**src/hdl/isort_pkg.sv**
```systemverilog
// ---------------------------------------------------------------------------
// isort_pkg
// Shared types and constants for the integer sorter cell chain.
// ---------------------------------------------------------------------------
package isort_pkg;

   localparam int DATA_W = 32;

   typedef logic signed [DATA_W-1:0] data_type;

   typedef enum logic {
      ST_LOAD,
      ST_DRAIN
   } state_type;

   // Broadcast from the sequencer to every cell.
   typedef struct packed {
      logic     insert;   // place new value into the sorted chain
      logic     shift;    // move every cell one place toward the head
      data_type value;    // value being inserted
   } ctl_type;

endpackage

```
**src/hdl/isort_cell.sv**
```systemverilog
// ---------------------------------------------------------------------------
// isort_cell
// One slot of the sorted chain: holds a value and a valid bit, and on insert
// either keeps its value, takes the left neighbor's or takes the new one; on shift it takes the right neighbor's.
// ---------------------------------------------------------------------------
module isort_cell
   import isort_pkg::*;
(
   input  logic     clock,
   input  logic     reset,
   input  ctl_type  ctl,
   input  data_type left_value,
   input  logic     left_valid,
   input  logic     left_gt,
   input  data_type right_value,
   input  logic     right_valid,
   output data_type value,
   output logic     valid,
   output logic     gt
);

   data_type value_ff, value_in;
   logic     valid_ff, valid_in;

   // Empty slots compare greater than anything, so the insert point is the
   // first slot whose flag is set.
   assign gt = !valid_ff || (value_ff > ctl.value);

   always_comb begin
      value_in = value_ff;
      valid_in = valid_ff;
      if (ctl.shift) begin
         value_in = right_value;
         valid_in = right_valid;
      end else if (ctl.insert && gt) begin
         if (left_gt) begin
            value_in = left_value;
            valid_in = left_valid;
         end else begin
            value_in = ctl.value;
            valid_in = 1'b1;
         end
      end
   end

   always_ff @(posedge clock) begin
      if (reset) begin
         valid_ff <= 1'b0;
      end else begin
         valid_ff <= valid_in;
      end
   end

   always_ff @(posedge clock) begin
      value_ff <= value_in;
   end

   assign value = value_ff;
   assign valid = valid_ff;

endmodule

```
**src/hdl/integer_sorter_top.sv**
```systemverilog
// ---------------------------------------------------------------------------
// integer_sorter_top
// Ascending sorter for sets of signed 32-bit values, built as a cell chain.
// ---------------------------------------------------------------------------
// Usage:
//   req channel: one signed value per request; req_tlast closes the set.
//   Each request is placed straight into its sorted position in the chain of
//   MAX_ITEMS cells, one request per cycle while loading.
//   Requests past MAX_ITEMS in a set are dropped; every response of that set
//   then has rsp_tuser set.
//   rsp channel: after the closing request the set streams out smallest
//   first, one per cycle when rsp_tready is high, rsp_tlast on the largest.
//   The first response is valid the cycle after the closing request is taken.
//   A set is loaded, then drained; the drain is limited by the single head
//   cell that feeds rsp_tdata.
//   req_tready is low while a set drains. A stalled receiver simply holds the
//   head cell; nothing is lost.
//   Reset: synchronous, clears all valid bits, the drop flag and the
//   sequencer; the block is ready for requests the cycle after.
// ---------------------------------------------------------------------------
module integer_sorter_top
   import isort_pkg::*;
#(
   parameter int MAX_ITEMS = 16
)
(
   input  logic        clock,
   input  logic        reset,
   input  logic        req_tvalid,
   output logic        req_tready,
   input  logic [31:0] req_tdata,   // [31:0] value
   input  logic        req_tlast,
   output logic        rsp_tvalid,
   input  logic        rsp_tready,
   output logic [31:0] rsp_tdata,   // [31:0] sorted_value
   output logic        rsp_tlast,
   output logic        rsp_tuser    // [0] overflow
);

   state_type state_ff, state_in;
   logic      dropped_ff, dropped_in;
   ctl_type   ctl;

   data_type  cell_value [MAX_ITEMS];
   logic      cell_valid [MAX_ITEMS];
   logic      cell_gt    [MAX_ITEMS];

   logic req_hs, rsp_hs, full;

   assign full   = cell_valid[MAX_ITEMS-1];
   assign req_hs = req_tvalid && req_tready;
   assign rsp_hs = rsp_tvalid && rsp_tready;

   always_comb begin
      state_in   = state_ff;
      dropped_in = dropped_ff;
      req_tready = 1'b0;
      rsp_tvalid = 1'b0;
      ctl.insert = 1'b0;
      ctl.shift  = 1'b0;
      ctl.value  = data_type'(req_tdata);
      case (state_ff)
         ST_LOAD: begin
            req_tready = 1'b1;
            if (req_hs) begin
               if (full) begin
                  dropped_in = 1'b1;
               end else begin
                  ctl.insert = 1'b1;
               end
               if (req_tlast) begin
                  state_in = ST_DRAIN;
               end
            end
         end
         ST_DRAIN: begin
            rsp_tvalid = 1'b1;
            if (rsp_hs) begin
               ctl.shift = 1'b1;
               if (!cell_valid[1]) begin
                  state_in   = ST_LOAD;
                  dropped_in = 1'b0;
               end
            end
         end
         default: begin
            state_in = ST_LOAD;
         end
      endcase
   end

   always_ff @(posedge clock) begin
      if (reset) begin
         state_ff   <= ST_LOAD;
         dropped_ff <= 1'b0;
      end else begin
         state_ff   <= state_in;
         dropped_ff <= dropped_in;
      end
   end

   for (genvar i = 0; i < MAX_ITEMS; i++) begin : g_cell
      data_type lv, rv;
      logic     lval, lgt, rval;
      if (i == 0) begin : g_head
         assign lv   = '0;
         assign lval = 1'b1;
         assign lgt  = 1'b0;
      end else begin : g_body
         assign lv   = cell_value[i-1];
         assign lval = cell_valid[i-1];
         assign lgt  = cell_gt[i-1];
      end
      if (i == MAX_ITEMS-1) begin : g_tail
         assign rv   = '0;
         assign rval = 1'b0;
      end else begin : g_inner
         assign rv   = cell_value[i+1];
         assign rval = cell_valid[i+1];
      end
      isort_cell u_cell (
         .clock       (clock),
         .reset       (reset),
         .ctl         (ctl),
         .left_value  (lv),
         .left_valid  (lval),
         .left_gt     (lgt),
         .right_value (rv),
         .right_valid (rval),
         .value       (cell_value[i]),
         .valid       (cell_valid[i]),
         .gt          (cell_gt[i])
      );
   end

   assign rsp_tdata = 32'(cell_value[0]);
   assign rsp_tlast = !cell_valid[1];
   assign rsp_tuser = dropped_ff;

endmodule

```
**config.mk**
```make
export PLATFORM = sky130hd
export DESIGN_NAME = integer_sorter_top
export DESIGN_NICKNAME = d
export VERILOG_FILES = /design/src/hdl/isort_pkg.sv /design/src/hdl/isort_cell.sv /design/src/hdl/integer_sorter_top.sv
export SDC_FILE = /design/constraint.sdc
export NUM_CORES = 2
export LEC_CHECK = 0
export BUFFER_PORTS_ARGS = -buffer_cell sky130_fd_sc_hd__buf_2
export CAP_MARGIN = 20
export CELL_PAD_IN_SITES_DETAIL_PLACEMENT = 1
export CELL_PAD_IN_SITES_GLOBAL_PLACEMENT = 2
export CORE_AREA = 3 3 321 323
export DETAILED_ROUTE_END_ITERATION = 10
export DIE_AREA = 0 0 324 326
export PLACE_DENSITY = 0.76
export SLEW_MARGIN = 10
export SYNTH_ARGS = -nofsm -noshare
export SYNTH_HDL_FRONTEND = slang
export SYNTH_HIERARCHICAL = 1
export SYNTH_SLANG_ARGS = --single-unit
export TNS_END_PERCENT = 1
```
**constraint.sdc**
```tcl
create_clock -name clock -period 13.4 [get_ports clock]
set_input_delay 2.68 -clock clock [delete_from_list [all_inputs] [get_ports clock]]
set_output_delay 2.68 -clock clock [all_outputs]
set_load 0.02 [all_outputs]
```
## Word level (Yosys, flattened, before mapping)

Index checks and enable logic that the tools add are counted.

| storage, ports and cells | value |
|---|---|
| memories | 0 |
| bits in latches | 0 |
| flip-flop bits (word level) | 530 |
| bits of input ports | 37 |
| memory bits (read-only) | 0 |
| word-level logic and storage cells | 229 |
| output and inout port bits | 36 |
| bits in writable memories | 0 |

| cells by class | value |
|---|---|
| reduce and logical (&&, ||, !) cells | 67 |
| div/mod/pow operators | 0 |
| add/sub/neg operators | 0 |
| bitwise logic cells | 1 |
| multiply operators | 0 |
| eq/ne operators | 4 |
| $lt $le $gt $ge | 16 |
| muxes and demuxes | 107 |
| shifts and indexed selects | 0 |

Operator list:

| cell | count |
|---|---|
| 32-bit two-way mux | 45 |
| 32-bit > comparator | 16 |
| 1-bit two-way mux | 60 |
| 2-bit nonzero test | 15 |
| 1-bit logical AND | 18 |
| 1-bit zero test | 16 |
| 1-bit logical OR | 16 |
| 2-bit by 1-bit != test with 1-bit output (second input constant) | 2 |
| 2-bit != test (second input constant) | 2 |
| 1-bit one-hot mux with 2 select lines | 2 |
| 4-bit AND reduction | 1 |
| 2-bit OR reduction | 1 |
| 1-bit NOT | 1 |

## Depth between registers and ports, before layout

| logic depth | value |
|---|---|
| depth after elaboration | 7 |
| gate-level depth with buffers | 15 |
| gate-level depth less buffers | 14 |

## Hierarchy

The synthesis kept the hierarchy.

Modules (own cells, without submodules):

| module | instances | sequential area each (um2) | area an instance (um2) | cells each |
|---|---|---|---|---|
| isort_cell | 16 | 980.9 | 2501.1 | 263 |
| integer_sorter_top | 1 | 40.0 | 116.4 | 14 |

## Least setup slack after synthesis

No wires, ideal clock.

| timing | value |
|---|---|
| kind | input-to-reg |
| start point | input port req_tvalid |
| end point | register g_cell[0].u_cell.value_ff[0], enable pin |
| setup slack | 6.668 ns |
| setup time | 0.396 ns |
| cell stages on the path | 3 |
| required time | 13.004 ns |
| path buffers | 0 |
| arrival | 6.336 ns |
| path through | nor3b_1 > nor2b_1 > a311o_1 |

| between the ends | value |
|---|---|
| cells in the longest elaborated chain, start to end | 5 |

RTL lines:

| element | line | RTL |
|---|---|---|
| from (decl) | integer_sorter_top.sv:29 | `input logic req_tvalid,` |
| 1-bit logical AND | integer_sorter_top.sv:51 | `assign req_hs = req_tvalid && req_tready;` |
| 1-bit two-way mux | integer_sorter_top.sv:65 | `if (req_hs) begin` |
| 1-bit two-way mux | integer_sorter_top.sv:62 | `case (state_ff)` |
| 1-bit logical AND | isort_cell.sv:35 | `end else if (ctl.insert && gt) begin` |
| 2-bit nonzero test (no source line) | -- |  |
| to (signal assigned) | isort_cell.sv:55 | `value_ff <= value_in;` |
| to (decl) | isort_cell.sv:22 | `data_type value_ff, value_in;` |

No other way between the ends.
A chain may end at the register's enable or synchronous reset.

==> reports/qor.yml <==
run:
  drv_cap: 0
timing:
  worstMarginPinSlew_ns: 1.17
  grt_setup_unrepaired: "no"
  clock.fmax_ghz: 0.159
  period_minus_slack_ns: 6.30
  report.final.slew_viol_count: 0
  setup_tns_ns: 0
  slew_headroom_pct: 22.0
  report.final.hold_viol_count: 0
  period_share_pct: 47.0
  fin_worst_skew_ns: 0.0243
  setup_viol: 0
clock_tree:
  numCtsBuffers: 70
  cts.sinks: 530
  clk_latency_ns: 0.62
  path_clk_slew_ns: 0.05
  cts_tree: "built"
  cts_hold_buf: 0
  cts-resized-gates: 0
  htreeDepth: 3
  post-cts-setup-buffer-count: 0
  cts_buffer_depth: 3
  cts_root_buf: "clkbuf_16"
global_route:
  grt_pass1_wl_mm: 179
  grt_max_degree: 251
  grt_util_all_layers_pct: 21.1
  antenna_found_initial: 0
  grt_pass1_vias: 31800
  globalRoute.totalOverflow: 0
synthesis:
  syn_inst: 4221
  synth_area_mm2: 0.0401
  yosysWarnings: 6
  synth.avg_cell_area_um2: 9.51
routing:
  avgRoutedWirePerCell_um: 19.8
  ant_nets: 0
  via_per_inst: 5.38
  detail_route.iter0.violations: 1510
  dr.pass1.iters: 5
  drc: 0
  via_count: 30300
  wl_mm: 112
floorplan:
  die_x_um: 324
  rows: 116
  die_area_mm2: 0.106
  core_area_mm2: 0.100
  ios: 73
  die_y_um: 326
  start_util_pct: 40.1
power_and_ir_drop:
  p_sw_share_pct: 35.4
  net-switching-power_w: 0.00238
  clockPowerShare_pct: 26.8
  power_density_mw_per_mm2: 153
  p_seq_share_pct: 43.8
  ir_worst_vdd_uv: 86.4
  internal_power_w: 0.00435
  power_w: 0.00673
  total_leakage_power_nw: 21.8
  comb_power_share_pct: 29.4
setup_path:
  cp_max_fo: 33
  cpMostUsedCell: "inv_1"
  slowest_delay_ns: 0.87
  reg2reg_from: "state_ff"
  slowest_stage: "a2111oi_0"
  cp_data_arrival_time_ns: 6.76
  end_kind: "register"
  worstPathRequired_ns: 13.86
  r2r_end: "g_cell[15].u_cell/value[6]"
  r2r_cells: 5
  critPathKind: "in2reg"
  path_cells: "buf_2 > inv_1 > ha_1 > nand4_1 > a2111oi_0 > o31a_1 > a211o_1 > a21bo_2 > inv_1 > o21ai_0 > nor2_1 > a21oi_1 > and3_1 > a221oi_1"
  critPathLaunchType: "primary input"
  regToRegSetupSlack_ns: 9.33
placed_design:
  dpl.hpwl_mm: 84.8
  io_buffer_count: 72
  finalWeightedCongestion: 0.824
outcome:
  outcome: "complete, no violations"
min_path:
  min_from: "rsp_tuser"
  min_to: "rsp_tuser"
  worstHoldPathType: "reg2reg"
  min_path_cells: 2
layout:
  antenna_cells: 0
  area_growth_pct: 10.0
  nNetsFinal: 4837
  final_common_cell: "nand2_1"
  filler_cell_count: 11400
  drive_above_1_share_pct: 5.32
  mostFrequentLayoutCells: "nand2_1, inv_1, o21ai_0"
[state kept, by name (all words and copies together), names as in the netlist]
name,flops
state_ff,1
g_cell.u_cell/valid,16
g_cell.u_cell/value,512
rsp_tuser,1
[power by group through the flow]
| stage | combinational (W) | clock (W) | sequential, W |
|---|---|---|---|
| 2_1_floorplan | 0.00136 | 0 | 0.00281 |
| 3_3_place_gp | 0.00192 | 0 | 0.00297 |
| 3_5_place_dp | 0.00199 | 0 | 0.00299 |
| 4_1_cts | 0.00201 | 0.00188 | 0.00296 |
| 5_1_grt | 0.00229 | 0.00194 | 0.00303 |
| 6_report | 0.00198 | 0.00180 | 0.00295 |
[layout make-up]
type | instances | area, µm² | area share (%)
Inverter | 563 | 2110 | 4.79
Sequential cell | 530 | 15700 | 35.6
Clock buffer | 93 | 1900 | 4.31
Multi-Input combinational cell | 3017 | 21900 | 49.5
Clock inverter | 30 | 220 | 0.499
Timing Repair Buffer | 106 | 681 | 1.54
Tap cell | 1298 | 1620 | 3.68
[worst max-delay path: cells and delay by family]
kind / cells / cell delay, ns
compound gates: 7 / 2.53
fa+ha+maj: 1 / 0.34
buf+inv: 3 / 0.71
simple gates: 3 / 0.44
[worst max-delay path by stage]
stage	start	to	slack (ns)
2_1_floorplan	req_tvalid	g_cell[0].u_cell/value[0]	6.67
3_3_place_gp	req_tdata[26]	g_cell[2].u_cell/valid	6.42
3_5_place_dp	req_tdata[26]	g_cell[2].u_cell/valid	6.35
4_1_cts	req_tdata[26]	g_cell[2].u_cell/valid	7.02
5_1_grt	req_tdata[14]	g_cell[1].u_cell/valid	6.80
6_report	req_tdata[7]	g_cell[7].u_cell/valid	7.10
[through the flow]
stage / utilization, % / setup WS (ns) / hold slack (ns) / cells / instance area (µm²)
after detailed placement: 41.9 / 6.35 / 0.455 / 5512 / 42000
final: 44.1 / 7.10 / 0.461 / 5637 / 44100
after global routing: 44.1 / 6.80 / 0.490 / 5637 / 44100
after global placement: 41.9 / 6.42 / 0.453 / 5512 / 42000
after floorplan: - / 6.67 / 0.480 / 4286 / 40400
after CTS: 44.0 / 7.02 / 0.464 / 5635 / 44100
[per-layer routing]
layer / part of all wire, % / track usage [%]
met5: 0 / 0
met4: 2.9 / 6.82
met3: 2.5 / 2.32
met2: 48 / 36.3
met1: 46 / 27.6
No activity file was read; power rests on OpenSTA's default activity.
